### src/rtl/escaped_frame_receiver_top_macros.svh
// Assertion macros shared by the receiver RTL.
`ifndef ESCAPED_FRAME_RECEIVER_TOP_MACROS_SVH
`define ESCAPED_FRAME_RECEIVER_TOP_MACROS_SVH

// Check that holds in the same cycle as its antecedent.
`define EFR_ASSERT_NOW(lbl, clk, rst_n, ante, cons, msg) \
	lbl: assert property (@(posedge clk) disable iff (!rst_n) (ante) |-> (cons)) \
		else $error(msg);

// Check that holds in the cycle after its antecedent.
`define EFR_ASSERT_NEXT(lbl, clk, rst_n, ante, cons, msg) \
	lbl: assert property (@(posedge clk) disable iff (!rst_n) (ante) |=> (cons)) \
		else $error(msg);

`endif

### src/rtl/efr_pkg.sv
package efr_pkg;

	localparam int IDX_W = 9;
	localparam int BYTE_W = 8;

	localparam logic [BYTE_W-1:0] FLAG_START = 8'h7b;
	localparam logic [BYTE_W-1:0] FLAG_ESC   = 8'h7c;
	localparam logic [BYTE_W-1:0] FLAG_END   = 8'h7d;

	typedef enum logic [1:0] {
		MODE_IDLE = 2'd0,
		MODE_RECV = 2'd1,
		MODE_DONE = 2'd2
	} mode_t;

	typedef enum logic [2:0] {
		ST_IDLE     = 3'd0,
		ST_APPEND   = 3'd1,
		ST_MERGE    = 3'd2,
		ST_END      = 3'd3,
		ST_OVERFLOW = 3'd4,
		ST_HELD     = 3'd5
	} status_t;

	typedef struct packed {
		logic              wr_en;
		logic [IDX_W-1:0]  wr_index;
		logic [BYTE_W-1:0] wr_value;
		logic              frame_done;
		logic [IDX_W-1:0]  frame_len;
		status_t           status;
	} efr_res_t;

endpackage

### src/rtl/efr_if.sv
interface efr_in_if;
	logic       valid;
	logic       ready;
	logic       action;
	logic [7:0] rx_byte;

	modport source (output valid, output action, output rx_byte, input ready);
	modport sink (input valid, input action, input rx_byte, output ready);
endinterface

interface efr_out_if;
	logic       valid;
	logic       ready;
	logic       wr_en;
	logic [8:0] wr_index;
	logic [7:0] wr_value;
	logic       frame_done;
	logic [8:0] frame_len;
	logic [2:0] status;

	modport source (output valid, output wr_en, output wr_index, output wr_value,
		output frame_done, output frame_len, output status, input ready);
	modport sink (input valid, input wr_en, input wr_index, input wr_value,
		input frame_done, input frame_len, input status, output ready);
endinterface

### src/rtl/efr_ctrl.sv
module efr_ctrl #(
	parameter int BUF_MAX = 256
) (
	input  logic                              clk,
	input  logic                              arst_n,
	input  logic                              accept,
	input  logic                              action,
	input  logic [efr_pkg::BYTE_W-1:0]        rx_byte,
	output efr_pkg::efr_res_t                 res
);
	import efr_pkg::*;

	// The count can reach one above the bound before bytes are dropped.
	localparam int CW = $clog2(BUF_MAX + 2);
	localparam logic [CW-1:0] BUF_LIM = CW'(BUF_MAX);

	mode_t             mode_q, mode_d;
	logic [CW-1:0]     cnt_q, cnt_d;
	logic [BYTE_W-1:0] raw_q, raw_d;
	logic [BYTE_W-1:0] stored_q, stored_d;
	logic              ovf;
	logic              merge;
	logic [CW-1:0]     cnt_dec;

	assign ovf     = cnt_q > BUF_LIM;
	assign merge   = (raw_q == FLAG_ESC) && (cnt_q != '0);
	assign cnt_dec = cnt_q - CW'(1);

	// Next mode.
	always_comb begin
		mode_d = mode_q;
		if (action) begin
			mode_d = MODE_IDLE;
		end else begin
			unique case (mode_q)
				MODE_RECV: begin
					if (!ovf && rx_byte == FLAG_END) begin
						mode_d = MODE_DONE;
					end
				end
				MODE_DONE: mode_d = MODE_DONE;
				default: begin
					mode_d = (rx_byte == FLAG_START) ? MODE_RECV : MODE_IDLE;
				end
			endcase
		end
	end

	// Buffer write, counters and the result word.
	always_comb begin
		cnt_d    = cnt_q;
		raw_d    = raw_q;
		stored_d = stored_q;
		res      = '0;
		res.status = ST_IDLE;
		if (action) begin
			cnt_d    = '0;
			raw_d    = '0;
			stored_d = '0;
		end else begin
			unique case (mode_q)
				MODE_RECV: begin
					priority if (ovf) begin
						res.status = ST_OVERFLOW;
					end else if (rx_byte == FLAG_END) begin
						res.wr_en      = 1'b1;
						res.wr_index   = IDX_W'(cnt_q);
						res.wr_value   = rx_byte;
						res.frame_done = 1'b1;
						res.status     = ST_END;
						cnt_d          = cnt_q + CW'(1);
						stored_d       = rx_byte;
					end else if (rx_byte == FLAG_START) begin
						res.wr_en    = 1'b1;
						res.wr_value = rx_byte;
						res.status   = ST_APPEND;
						cnt_d        = CW'(1);
						raw_d        = '0;
						stored_d     = rx_byte;
					end else if (merge) begin
						res.wr_en    = 1'b1;
						res.wr_index = IDX_W'(cnt_dec);
						res.wr_value = stored_q ^ rx_byte;
						res.status   = ST_MERGE;
						stored_d     = stored_q ^ rx_byte;
						raw_d        = rx_byte;
					end else begin
						res.wr_en    = 1'b1;
						res.wr_index = IDX_W'(cnt_q);
						res.wr_value = rx_byte;
						res.status   = ST_APPEND;
						cnt_d        = cnt_q + CW'(1);
						stored_d     = rx_byte;
						raw_d        = rx_byte;
					end
				end
				MODE_DONE: res.status = ST_HELD;
				default: begin
					if (rx_byte == FLAG_START) begin
						res.wr_en    = 1'b1;
						res.wr_value = rx_byte;
						res.status   = ST_APPEND;
						cnt_d        = CW'(1);
						raw_d        = '0;
						stored_d     = rx_byte;
					end
				end
			endcase
		end
		res.frame_len = IDX_W'(cnt_d);
	end

	always_ff @(posedge clk or negedge arst_n) begin
		if (!arst_n) begin
			mode_q   <= MODE_IDLE;
			cnt_q    <= '0;
			raw_q    <= '0;
			stored_q <= '0;
		end else if (accept) begin
			mode_q   <= mode_d;
			cnt_q    <= cnt_d;
			raw_q    <= raw_d;
			stored_q <= stored_d;
		end
	end

endmodule

### src/rtl/efr_outreg.sv
module efr_outreg (
	input  logic              clk,
	input  logic              arst_n,
	input  logic              load,
	input  efr_pkg::efr_res_t res_d,
	input  logic              out_ready,
	output logic              out_valid,
	output efr_pkg::efr_res_t res_q
);
	import efr_pkg::*;

	logic valid_q;

	assign out_valid = valid_q;

	always_ff @(posedge clk or negedge arst_n) begin
		if (!arst_n) begin
			valid_q <= 1'b0;
		end else if (load) begin
			valid_q <= 1'b1;
		end else if (out_ready) begin
			valid_q <= 1'b0;
		end
	end

	always_ff @(posedge clk) begin
		if (load) begin
			res_q <= res_d;
		end
	end

endmodule

### src/rtl/escaped_frame_receiver_top.sv
// A result word is registered and appears in the cycle after its input word is taken.
// Throughput: one word per cycle; input ready follows the output register,
// which is free when empty or being drained in the same cycle.
// Reset (arst_n low, asynchronous) returns to idle with an empty frame and
// an empty output register.
`include "escaped_frame_receiver_top_macros.svh"

module escaped_frame_receiver_top #(
	parameter int BUF_MAX = 256
) (
	input logic       clk,
	input logic       arst_n,
	efr_in_if.sink    frame_in,
	efr_out_if.source frame_out
);
	import efr_pkg::*;

	logic     accept;
	efr_res_t res_d;
	efr_res_t res_q;
	logic     out_valid;

	assign frame_in.ready = !out_valid || frame_out.ready;
	assign accept = frame_in.valid && frame_in.ready;

	efr_ctrl #(
		.BUF_MAX(BUF_MAX)
	) u_ctrl (
		.clk     (clk),
		.arst_n  (arst_n),
		.accept  (accept),
		.action  (frame_in.action),
		.rx_byte (frame_in.rx_byte),
		.res     (res_d)
	);

	efr_outreg u_outreg (
		.clk       (clk),
		.arst_n    (arst_n),
		.load      (accept),
		.res_d     (res_d),
		.out_ready (frame_out.ready),
		.out_valid (out_valid),
		.res_q     (res_q)
	);

	assign frame_out.valid      = out_valid;
	assign frame_out.wr_en      = res_q.wr_en;
	assign frame_out.wr_index   = res_q.wr_index;
	assign frame_out.wr_value   = res_q.wr_value;
	assign frame_out.frame_done = res_q.frame_done;
	assign frame_out.frame_len  = res_q.frame_len;
	assign frame_out.status     = res_q.status;

	`EFR_ASSERT_NEXT(a_accept_gives_word, clk, arst_n, accept, out_valid, "accepted word lost")
	`EFR_ASSERT_NOW(a_no_overwrite, clk, arst_n, out_valid && !frame_out.ready, !accept, "result overwritten")
	`EFR_ASSERT_NOW(a_done_writes, clk, arst_n, res_d.frame_done, res_d.wr_en && res_d.status == ST_END, "frame end without write")
	`EFR_ASSERT_NOW(a_merge_last, clk, arst_n, res_d.status == ST_MERGE, res_d.wr_en && IDX_W'(res_d.wr_index + 9'd1) == res_d.frame_len, "merge off the last entry")

endmodule
### src/flat_wrapper.sv
// flat-port wrapper written by rule: the top's interface ports become plain ports
module escaped_frame_receiver_top_flat import efr_pkg::*;
#(
	parameter int BUF_MAX = 256
)
  (clk, arst_n, frame_in_valid, frame_in_action, frame_in_rx_byte, frame_in_ready, frame_out_valid, frame_out_wr_en, frame_out_wr_index, frame_out_wr_value, frame_out_frame_done, frame_out_frame_len, frame_out_status, frame_out_ready);
  efr_in_if frame_in_i ();
  efr_out_if frame_out_i ();
  input logic clk;
  input logic arst_n;
  input wire logic [$bits(frame_in_i.valid)-1:0] frame_in_valid;
  input wire logic [$bits(frame_in_i.action)-1:0] frame_in_action;
  input wire logic [$bits(frame_in_i.rx_byte)-1:0] frame_in_rx_byte;
  output wire logic [$bits(frame_in_i.ready)-1:0] frame_in_ready;
  output wire logic [$bits(frame_out_i.valid)-1:0] frame_out_valid;
  output wire logic [$bits(frame_out_i.wr_en)-1:0] frame_out_wr_en;
  output wire logic [$bits(frame_out_i.wr_index)-1:0] frame_out_wr_index;
  output wire logic [$bits(frame_out_i.wr_value)-1:0] frame_out_wr_value;
  output wire logic [$bits(frame_out_i.frame_done)-1:0] frame_out_frame_done;
  output wire logic [$bits(frame_out_i.frame_len)-1:0] frame_out_frame_len;
  output wire logic [$bits(frame_out_i.status)-1:0] frame_out_status;
  input wire logic [$bits(frame_out_i.ready)-1:0] frame_out_ready;
  assign frame_in_i.valid = frame_in_valid;
  assign frame_in_i.action = frame_in_action;
  assign frame_in_i.rx_byte = frame_in_rx_byte;
  assign frame_in_ready = frame_in_i.ready;
  assign frame_out_valid = frame_out_i.valid;
  assign frame_out_wr_en = frame_out_i.wr_en;
  assign frame_out_wr_index = frame_out_i.wr_index;
  assign frame_out_wr_value = frame_out_i.wr_value;
  assign frame_out_frame_done = frame_out_i.frame_done;
  assign frame_out_frame_len = frame_out_i.frame_len;
  assign frame_out_status = frame_out_i.status;
  assign frame_out_i.ready = frame_out_ready;
  escaped_frame_receiver_top #(.BUF_MAX(BUF_MAX)) u_core (.clk(clk), .arst_n(arst_n), .frame_in(frame_in_i), .frame_out(frame_out_i));
endmodule
### config.mk
export PLATFORM = sky130hd
export DESIGN_NAME = escaped_frame_receiver_top_flat
export DESIGN_NICKNAME = d
export VERILOG_FILES = /design/src/rtl/efr_pkg.sv /design/src/rtl/efr_if.sv /design/src/rtl/efr_ctrl.sv /design/src/rtl/efr_outreg.sv /design/src/rtl/escaped_frame_receiver_top.sv /design/src/flat_wrapper.sv
export VERILOG_INCLUDE_DIRS = /design/src /design/src/rtl
export SDC_FILE = /design/constraint.sdc
export NUM_CORES = 1
export LEC_CHECK = 0
export BUFFER_PORTS_ARGS = -buffer_cell sky130_fd_sc_hd__buf_2
export CAP_MARGIN = 10
export CORE_ASPECT_RATIO = 1.25
export CORE_MARGIN = 2
export CORE_UTILIZATION = 45
export CTS_CLUSTER_SIZE = 10
export DETAILED_ROUTE_END_ITERATION = 8
export REMOVE_ABC_BUFFERS = 1
export SYNTH_ARGS = -nofsm -noshare
export SYNTH_HDL_FRONTEND = slang
export SYNTH_SLANG_ARGS = --single-unit
export TNS_END_PERCENT = 5
### constraint.sdc
create_clock -name clk -period 3.5 [get_ports clk]
set_input_delay 0.175 -clock clk [delete_from_list [all_inputs] [get_ports clk]]
set_output_delay 0.175 -clock clk [all_outputs]
set_load 0.02 [all_outputs]
==> run_results.csv, run 1 <==
group,metric,value,unit
clock_network,numCtsBuffers,9,
timing,fin_tns_setup,0,ns
synthesis,ys_seq_area_frac,0.488,
grt,antenna_found_initial,0,
clock_network,h-tree-depth,3,
placement,io_buffers,45,
power,peakVddDrop,241,µV
placement,placed_cell_area,3630,µm²
clock_network,post_cts_buffers,0,
clock_network,cts_root_buffer,"clkbuf_8",
timing,maxSlewViolCount,0,
placement,gp_congestion,0.866,
grt,grt_pass1_vias,2784,
route,drt-total-wl,8.51,mm
floorplan,rows,35,
run_status,status,"complete, no violations",
critical_path,end_kind,"register",
synthesis,synth_flop_cell,"edfxtp_1",
floorplan,fp.dieW,81.1,µm
synthesis,synthDistinctLibCells,56,
timing,rsz0062_at_grt,"false",
power,power.leakage,1.54,nW
floorplan,dieArea,8140,µm²
placement,place_ws,0.710,ns
synthesis,syn_area,3340,µm²
grt,grt_pass1_wl,13.9,mm
timing,finalCriticalPeriod,2.83,ns
final_layout,layout_commonest_cell,"nand2_1",
synthesis,synth_edf_count,31,
final_layout,nFillCells,701,
power,power_density,412,nW/µm²
hold_path,min_from,"frame_in_valid",
critical_path,timing.rr.start,"u_core.u_ctrl.cnt_q[2]$_DFFE_PN0P_",
timing,tightestPinTransition,0.869,ns
synthesis,yosys.area.top_type,"edfxtp_1",
synthesis,avgSynthCellArea,9.52,µm²
run,drv_cap,0,
critical_path,critical_path_class,"reg2reg",
synthesis,ys_warn_count,0,
critical_path,arrival,2.93,ns
timing,clock_skew,0.00726,ns
clock_network,clock-sinks,59,
timing,max-slew-margin-rel,0.417,
timing,finalWorstSetupSlack,0.671,ns
critical_path,cp-start-kind,"register",
critical_path,cp.required,3.60,ns
timing,setup_viol,0,
timing,hold_viol,0,
critical_path,critPathLaunch,"u_core.u_ctrl.cnt_q[2]$_DFFE_PN0P_",
route,detail_route.drc_violations,0,
critical_path,critPathMaxFanout,12,
route,wl_per_cell,17.4,µm
clock_network,cts.reportedPaths.clkPinSlew,0.06,ns
clock_network,ctsLongestPathBuffers,2,
final_layout,drive_above_1_share,0.181,
floorplan,die_h,100,µm
placement,place_hpwl,5.96,mm
timing,max_freq,353,MHz
route,drt_iter0_drc,198,
floorplan,top_level_ports,46,
final_layout,syn2layout_area_growth,15.2,%
synthesis,async_flop_share,0.475,
final_layout,finalNetCount,409,
hold_path,hold_class,"in2reg",
route,ant_nets,0,
route,vias,2853,
final_layout,diodes,0,
floorplan,core_area,7270,µm²
synthesis,netlist_top_cells_area,"edfxtp_1 (28%), dfrtp_1 (21%), nand2_1 (5.5%)",
synthesis,synthCells,351,
grt,overflow,0,
synthesis,ys_ff_latch,59,
route,vias_per_cell,5.83,
synthesis,synth.top_cell.area_share,0.279,
final_layout,most-common-layout-cells,"nand2_1 (49), buf_2 (45), edfxtp_1 (31), dfrtp_1 (28), o21ai_0 (27)",
timing,fin_crit_sh,0.808,
power,p_total,0.00159,W
clock_network,clk_latency,0.35,ns
final_layout,design_area,3850,µm²
clock_network,cts_tree,"built",
grt,grt_max_degree,29,
grt,grt_use_total,0.230,
floorplan,start_util,0.460,
route,first_pass_iters,4,
## power by group
part           internal [W]  switching [W]
Combinational     0.0000483       0.000106
Clock              0.000391       0.000270
Sequential         0.000754      0.0000183
## synthesized netlist by cell type (4+ instances only)
| library cell | count |
|---|---|
| ha_1 | 4 |
| a31oi_1 | 4 |
| inv_1 | 12 |
| nand2_1 | 49 |
| nor3b_1 | 7 |
| o41ai_1 | 5 |
| a21oi_1 | 19 |
| clkbuf_1 | 20 |
| xnor2_1 | 4 |
| nand3_1 | 11 |
| dfrtp_1 | 28 |
| nand4_1 | 6 |
| nor3_1 | 11 |
| o21ai_0 | 27 |
| or3_1 | 4 |
| nor2_1 | 26 |
| a22o_1 | 6 |
| nand2b_1 | 6 |
| xor2_1 | 9 |
| nor4_1 | 5 |
| edfxtp_1 | 31 |
## area by class of cell
cell class                      instances  area (µm²)  area share
Multi-Input combinational cell        259        1580       0.410
Clock inverter                          7        82.6      0.0214
Timing Repair Buffer                   51         273      0.0708
Tap cell                               92         115      0.0299
Sequential cell                        59        1630       0.424
Inverter                               12        45.0      0.0117
Clock buffer                            9         124      0.0322
## state kept, by name, summed over array words and instances (netlist names)
| register | flops |
|---|---|
| u_core.u_ctrl.raw_q | 8 |
| u_core.u_outreg.res_q | 31 |
| u_core.u_outreg.out_valid | 1 |
| u_core.u_ctrl.cnt_q | 9 |
| u_core.u_ctrl.stored_q | 8 |
| u_core.u_ctrl.mode_q | 2 |
## kinds of logic after synthesis
logic type,share of synthesized area
AO/OA/AOI/OAI,0.177
XOR/XNOR,0.0341
adder cells (fa/ha/maj),0.0150
buffers and inverters,0.0393
flip-flops,0.488
multiplexers,0.00599
AND/OR/NAND/NOR,0.240
## final timing paths
path | endpoint | slack, ns | depth (start not counted)
max in group asynchronous | u_core.u_ctrl.cnt_q[0]$_DFFE_PN0P_ | 2.66 | 2
worst max-delay path | u_core.u_outreg.res_q[10]$_DFFE_PP_ | 0.67 | 6
worst max register to register | u_core.u_outreg.res_q[10]$_DFFE_PP_ | 0.67 | 6
worst min register to register | u_core.u_ctrl.stored_q[3]$_DFFE_PN0P_ | 0.47 | 2
worst min-delay path | u_core.u_outreg.out_valid$_DFFE_PN0P_ | 0.04 | 2
min in group asynchronous | u_core.u_ctrl.raw_q[5]$_DFFE_PN0P_ | 0.40 | 2
## stage by stage
step	instances	hold slack, ns	utilization
floorplan	330	-0.121	-
global placement	472	0.262	0.500
detailed placement	472	0.254	0.500
CTS	489	0.0268	0.530
global route	489	0.0540	0.530
finish	489	0.0367	0.530
## worst max-delay path: stages, from the launching register on
cell and delay [ns]:
dfrtp_1 0.50, or4_4 0.63, nor4_4 0.55, o31ai_1 0.25, nor3_1 0.43, a21o_1 0.18
a21oi_1 0.05
## timing repair
action,4_1_cts,5_1_grt
endpoints found under the hold margin,28,0
hold buffers,1,0
gates resized for setup,0,0
## routing by layer
layer | vias to the layer above | global-route usage | wire, µm
met4 | 0 | 0.113 | 231
met1 | 1380 | 0.270 | 3520
met2 | 79 | 0.387 | 4440
met5 | - | 0 | 0
li1 | 1373 | - | -
met3 | 21 | 0.0567 | 329
Note: power is estimated with default switching activity, not from simulation.
==> run 2, diff against run 1 <==
Settings changed: ABC_AREA set to 1.
Clock period 3.5 ns to 2.8 ns, I/O delays scaled along.
==> run 2 against run 1 <==
Net effect: die area increased by 4.5%; worst hold slack improved by 0.038 ns; worst setup slack got worse by 0.15 ns; critical endpoint is now u_core.u_outreg.res_q[25]$_SDFFCE_PP0P_; via count increased by 10%; first-iteration DRC count decreased by 7.6%; count of clock-buffer cells in the layout increased by 2.
==> run_results.csv, run 2 <==
group,metric,value,unit
run_status,status,"complete, no violations",
clock_network,post_cts_buffers,0,
placement,place_hpwl,6.47,mm
clock_network,ctsResizeCount,0,
clock_network,cts_root_buffer,"clkbuf_8",
route,drt-met1-wl,3.69,mm
timing,max_freq,438,MHz
final_layout,final_core_util,0.542,
final_layout,largestRegisters,"u_core.u_outreg.res_q x31, u_core.u_ctrl.cnt_q x9",
final_layout,largest-register,"u_core.u_outreg.res_q",
route,ant_nets,0,
placement,io_buffers,45,
grt,antenna_found_initial,0,
route,vias_per_cell,5.39,
critical_path,cp-start-kind,"register",
grt,grt_max_degree,33,
final_layout,largest_reg_flops,31,
synthesis,synth.top_cell.area_share,0.266,
route,wl_met2,4.52,mm
final_layout,design_area,4040,µm²
timing,holdWs,0.0750,ns
clock_network,h-tree-depth,3,
critical_path,critPathMaxFanout,9,
run,drv_cap,0,
timing,max-slew-margin-rel,0.532,
synthesis,netlist_top_cells_area,"edfxtp_1 (27%), dfrtp_1 (20%), nand2_1 (14%)",
synthesis,synth_flop_cell,"edfxtp_1",
final_layout,layout_commonest_cell,"nand2_1",
timing,finalCriticalPeriod,2.28,ns
clock_network,cts.reportedPaths.clkPinSlew,0.07,ns
timing,tightestPinTransition,0.701,ns
synthesis,yosys.area.top_type,"edfxtp_1",
synthesis,synthDistinctLibCells,39,
synthesis,ys_ff_latch,59,
clock_network,cts_tree,"built",
route,wl_per_cell,15.5,µm
floorplan,core_area,7440,µm²
timing,clock_skew,0.00850,ns
clock_network,clock-sinks,59,
floorplan,dieArea,8510,µm²
grt,grt_pass1_vias,3131,
floorplan,fp.dieW,82.9,µm
synthesis,avgSynthCellArea,8.05,µm²
timing,maxSlewViolCount,0,
final_layout,finalNetCount,503,
route,route.met3.wl,492,µm
power,power_density,509,nW/µm²
clock_network,ctsHoldBuffers,1,
clock_network,numCtsBuffers,9,
critical_path,arrival,2.44,ns
final_layout,most-common-layout-cells,"nand2_1 (131), buf_2 (45), inv_1 (38), nand3_1 (38)",
critical_path,critical_path_class,"reg2reg",
final_layout,drive_above_1_share,0.218,
route,vias,3143,
floorplan,start_util,0.470,
timing,setup_viol,0,
critical_path,cp.required,2.96,ns
timing,fin_crit_sh,0.814,
synthesis,async_flop_share,0.475,
critical_path,end_kind,"register",
clock_network,clk_latency,0.35,ns
synthesis,ys_warn_count,0,
placement,placed_cell_area,3810,µm²
timing,fin_tns_setup,0,ns
floorplan,die_h,103,µm
synthesis,ys_seq_area_frac,0.466,
synthesis,yosysMostFrequentCell,"nand2_1",
route,first_pass_iters,5,
floorplan,rows,35,
power,peakVddDrop,276,µV
route,drt_iter0_drc,183,
route,detail_route.drc_violations,0,
grt,grt_use_total,0.224,
power,power.leakage,1.89,nW
route,drt-total-wl,9.01,mm
synthesis,syn_area,3500,µm²
placement,gp_congestion,0.947,
floorplan,top_level_ports,46,
timing,hold_viol,0,
grt,grt_pass1_wl,14.8,mm
final_layout,diodes,0,
synthesis,synthCells,435,
clock_network,ctsLongestPathBuffers,2,
final_layout,syn2layout_area_growth,15.3,%
grt,overflow,0,
timing,rsz0062_at_grt,"false",
hold_path,hold_class,"in2reg",
route,top_layer_used,"met4",
synthesis,synth_commonest_cells,"nand2_1 (131), inv_1 (38), nand3_1 (38)",
synthesis,synth_edf_count,31,
run 2: changes by cell type in the layout (fill, tap and decap cells not counted), sizes merged, moves of 6 or more:
cell / delta
a21boi: +7
a22o: -6
inv: +38
nand2: +91
nand2b: -6
nand3: +29
nor2: +10
nor3b: -7
run 2: logic make-up after synthesis:
group | Yosys count | synth area share
compound gates | 67 | 0.121
fa+ha+maj | 4 | 0.0143
buf+inv | 62 | 0.0768
xor+xnor | 4 | 0.0100
flops | 59 | 0.466
simple gates | 239 | 0.312
run 2: report_power, final:
part | total, W | leakage (nW) | internal (W) | switching (W)
clock | 0.000869 | 0.107 | 0.000521 | 0.000348
combinational | 0.000199 | 1.10 | 0.0000581 | 0.000141
sequential | 0.000986 | 0.687 | 0.000962 | 0.0000244
total | 0.00205 | 1.89 | 0.00154 | 0.000513
run 2: per-stage QoR:
stage | std cells | setup slack [ns] | total power, W
floorplan | 424 | 0.604 | 0.00112
global placement | 566 | 0.600 | 0.00120
CTS | 583 | 0.521 | 0.00208
detailed placement | 566 | 0.550 | 0.00120
global route | 583 | 0.295 | 0.00214
finish | 583 | 0.519 | 0.00205
run 2: per-layer routing:
layer,vias to the layer above,global-route usage
met2,118,0.390
met4,0,0.132
met3,27,0.0464
li1,1535,-
met5,-,0
met1,1463,0.259
run 2: path summary, 6_finish.rpt:
| check | cells past startpoint | to | slack (ns) | start |
|---|---|---|---|---|
| max in group asynchronous | 2 | u_core.u_ctrl.stored_q[5]$_DFFE_PN0P_ | 1.97 | arst_n |
| min in group asynchronous | 2 | u_core.u_ctrl.cnt_q[2]$_DFFE_PN0P_ | 0.38 | arst_n |
| max | 11 | u_core.u_outreg.res_q[25]$_SDFFCE_PP0P_ | 0.52 | u_core.u_ctrl.mode_q[1]$_DFFE_PN0P_ |
| min reg2reg | 2 | u_core.u_ctrl.raw_q[4]$_DFFE_PN0P_ | 0.48 | u_core.u_ctrl.raw_q[4]$_DFFE_PN0P_ |
| min | 3 | u_core.u_ctrl.raw_q[4]$_DFFE_PN0P_ | 0.08 | frame_in_rx_byte[4] |
| max reg2reg | 11 | u_core.u_outreg.res_q[25]$_SDFFCE_PP0P_ | 0.52 | u_core.u_ctrl.mode_q[1]$_DFFE_PN0P_ |
run 2: area by class of cell:
cell class / count / area (µm²)
clock buffers: 11 / 141
clock inverters: 5 / 76.3
fillers: 731 / 3410
inverters: 51 / 199
multi-input cells: 314 / 1600
flip-flops and latches: 59 / 1630
well taps: 92 / 115
repair buffers: 51 / 273
run 2: worst max-delay path, cell delays in order (launching register included):
cell and delay (ns):
dfrtp_1 0.40, inv_1 0.07, ha_1 0.14, buf_4 0.20, inv_2 0.12, nor2_1 0.33
inv_1 0.12, nor2_2 0.16, inv_2 0.08, nor2_2 0.16, inv_2 0.07, nor3_1 0.25
==> run 3, diff against run 2 <==
Clock period 2.8 ns to 2.36 ns, I/O delays scaled along.
==> run 3 against run 2 <==
Net effect: combinational power up 23%; sequential share of layout area decreased by 0.46 points; largest cell class unchanged; worst hold slack lost 0.032 ns; design area up 1.1%.
==> run_results.csv, run 3 (synthesis gave the netlist of run 2 again) <==
group,metric,value,unit
route,vias_per_cell,5.29,
grt,use_met2,0.419,
placement,placed_cell_area,3870,µm²
final_layout,design_area,4080,µm²
grt,gr-usage-met3,0.0344,
timing,finalCriticalPeriod,2.14,ns
timing,hold_viol,0,
floorplan,die_h,103,µm
timing,max_freq,468,MHz
grt,grt.busiest_layer,"met2",
floorplan,fp.dieW,82.9,µm
grt,grt_use_total,0.235,
final_layout,most-common-layout-cells,"nand2_1 (131), buf_2 (45), inv_1 (38), nand3_1 (38)",
critical_path,critPathMaxFanout,6,
grt,overflow,0,
final_layout,finalNetCount,509,
final_layout,syn2layout_area_growth,16.6,%
route,drt_iter0_drc,159,
clock_network,numCtsBuffers,9,
hold_path,hold_class,"in2reg",
grt,met1_usage,0.279,
critical_path,end_kind,"register",
timing,maxSlewViolCount,0,
floorplan,core_area,7440,µm²
clock_network,clock-sinks,59,
placement,place_hpwl,6.89,mm
clock_network,cts_root_buffer,"clkbuf_8",
grt,antenna_found_initial,0,
route,detail_route.drc_violations,0,
power,power.leakage,1.92,nW
route,drt-total-wl,9.39,mm
route,wl_per_cell,15.9,µm
final_layout,largest-register,"u_core.u_outreg.res_q",
clock_network,clk_latency,0.35,ns
critical_path,cp-start-kind,"register",
route,vias,3114,
clock_network,post_cts_buffers,0,
placement,io_buffers,45,
timing,setup_viol,0,
placement,gp_congestion,0.881,
final_layout,layout_commonest_cell,"nand2_1",
clock_network,h-tree-depth,3,
timing,max-slew-margin-rel,0.532,
power,power_density,581,nW/µm²
floorplan,top_level_ports,46,
critical_path,arrival,2.32,ns
route,first_pass_iters,6,
timing,fin_tns_setup,0,ns
clock_network,cts_tree,"built",
final_layout,largest_reg_flops,31,
clock_network,cts.reportedPaths.clkPinSlew,0.07,ns
floorplan,dieArea,8510,µm²
critical_path,cp.required,2.54,ns
critical_path,timing.rr.start,"u_core.u_ctrl.cnt_q[0]$_DFFE_PN0P_",
clock_network,ctsLongestPathBuffers,2,
timing,fin_crit_sh,0.906,
timing,clock_skew,0.00988,ns
run_status,status,"complete, no violations",
final_layout,nFillCells,744,
timing,tightestPinTransition,0.702,ns
critical_path,critical_path_class,"reg2reg",
route,ant_nets,0,
power,peakVddDrop,372,µV
grt,grt_max_degree,46,
grt,grt_pass1_wl,15.5,mm
timing,rsz0062_at_grt,"false",
run,drv_cap,0,
final_layout,drive_above_1_share,0.229,
floorplan,start_util,0.470,
floorplan,rows,35,
critical_path,critPathLaunch,"u_core.u_ctrl.cnt_q[0]$_DFFE_PN0P_",
final_layout,final_core_util,0.548,
final_layout,diodes,0,
final_layout,largestRegisters,"u_core.u_outreg.res_q x31, u_core.u_ctrl.cnt_q x9",
hold_path,min_from,"frame_in_rx_byte[4]",
grt,grt_pass1_vias,3063,
-- run 3: final cells by class --
class | instances | area, µm² | share of cell area
clock buffer | 9 | 124 | 0.0303
clock inverter | 7 | 75.1 | 0.0184
inverter | 51 | 199 | 0.0487
multi-input combinational | 314 | 1610 | 0.394
sequential | 59 | 1630 | 0.400
tap | 92 | 115 | 0.0282
timing repair buffer | 57 | 330 | 0.0809
-- run 3: per-layer routing --
| metal | vias up | share of wire | wire length (µm) |
|---|---|---|---|
| met5 | - | 0 | 0 |
| met4 | 0 | 0.028 | 259 |
| met3 | 20 | 0.041 | 386 |
| met2 | 90 | 0.52 | 4870 |
| met1 | 1444 | 0.41 | 3870 |
| li1 | 1560 | - | - |
-- run 3: stage by stage --
stage | hold WS [ns] | std cells | worst slack (ns) | total power (W)
4_1_cts | 0.0400 | 589 | 0.175 | 0.00239
5_1_grt | 0.0549 | 589 | 0.0659 | 0.00246
6_report | 0.0435 | 589 | 0.222 | 0.00237
3_3_place_gp | 0.217 | 572 | 0.241 | 0.00143
3_5_place_dp | 0.215 | 572 | 0.189 | 0.00143
2_1_floorplan | -0.178 | 424 | 0.164 | 0.00133
-- run 3: worst paths after layout --
kind,endpoint,slack [ns],depth (start not counted)
min in group asynchronous,u_core.u_ctrl.cnt_q[4]$_DFFE_PN0P_,0.35,2
max,u_core.u_outreg.res_q[25]$_SDFFCE_PP0P_,0.22,12
max in group asynchronous,u_core.u_ctrl.cnt_q[0]$_DFFE_PN0P_,1.56,2
max reg2reg,u_core.u_outreg.res_q[25]$_SDFFCE_PP0P_,0.22,12
min,u_core.u_ctrl.raw_q[4]$_DFFE_PN0P_,0.04,3
min reg2reg,u_core.u_ctrl.raw_q[7]$_DFFE_PN0P_,0.49,2
-- run 3: power by group --
part / leakage (nW) / internal (W) / switching [W] / total [W]
Combinational: 1.13 / 0.0000732 / 0.000172 / 0.000245
Clock: 0.0939 / 0.000492 / 0.000467 / 0.000959
Sequential: 0.687 / 0.00114 / 0.0000268 / 0.00117
Total: 1.92 / 0.00171 / 0.000666 / 0.00237
-- run 3: what timing repair did --
| action | CTS | global route |
|---|---|---|
| setup endpoints to repair | 0 | 3 |
| endpoints found under the hold margin | 28 | 0 |
| resized for setup | 0 | 1 |
| hold buffers | 1 | 0 |
-- run 3: critical path, cell delays in order, from the launching register on --
cell and delay (ns):
dfrtp_1 0.43, inv_1 0.16, ha_1 0.24, nand2_4 0.08
nor2_4 0.17, nand2_4 0.07, nand2_4 0.10, inv_2 0.06
nor2_2 0.11, inv_2 0.08, nor2_2 0.16, inv_2 0.07
nor3_1 0.22
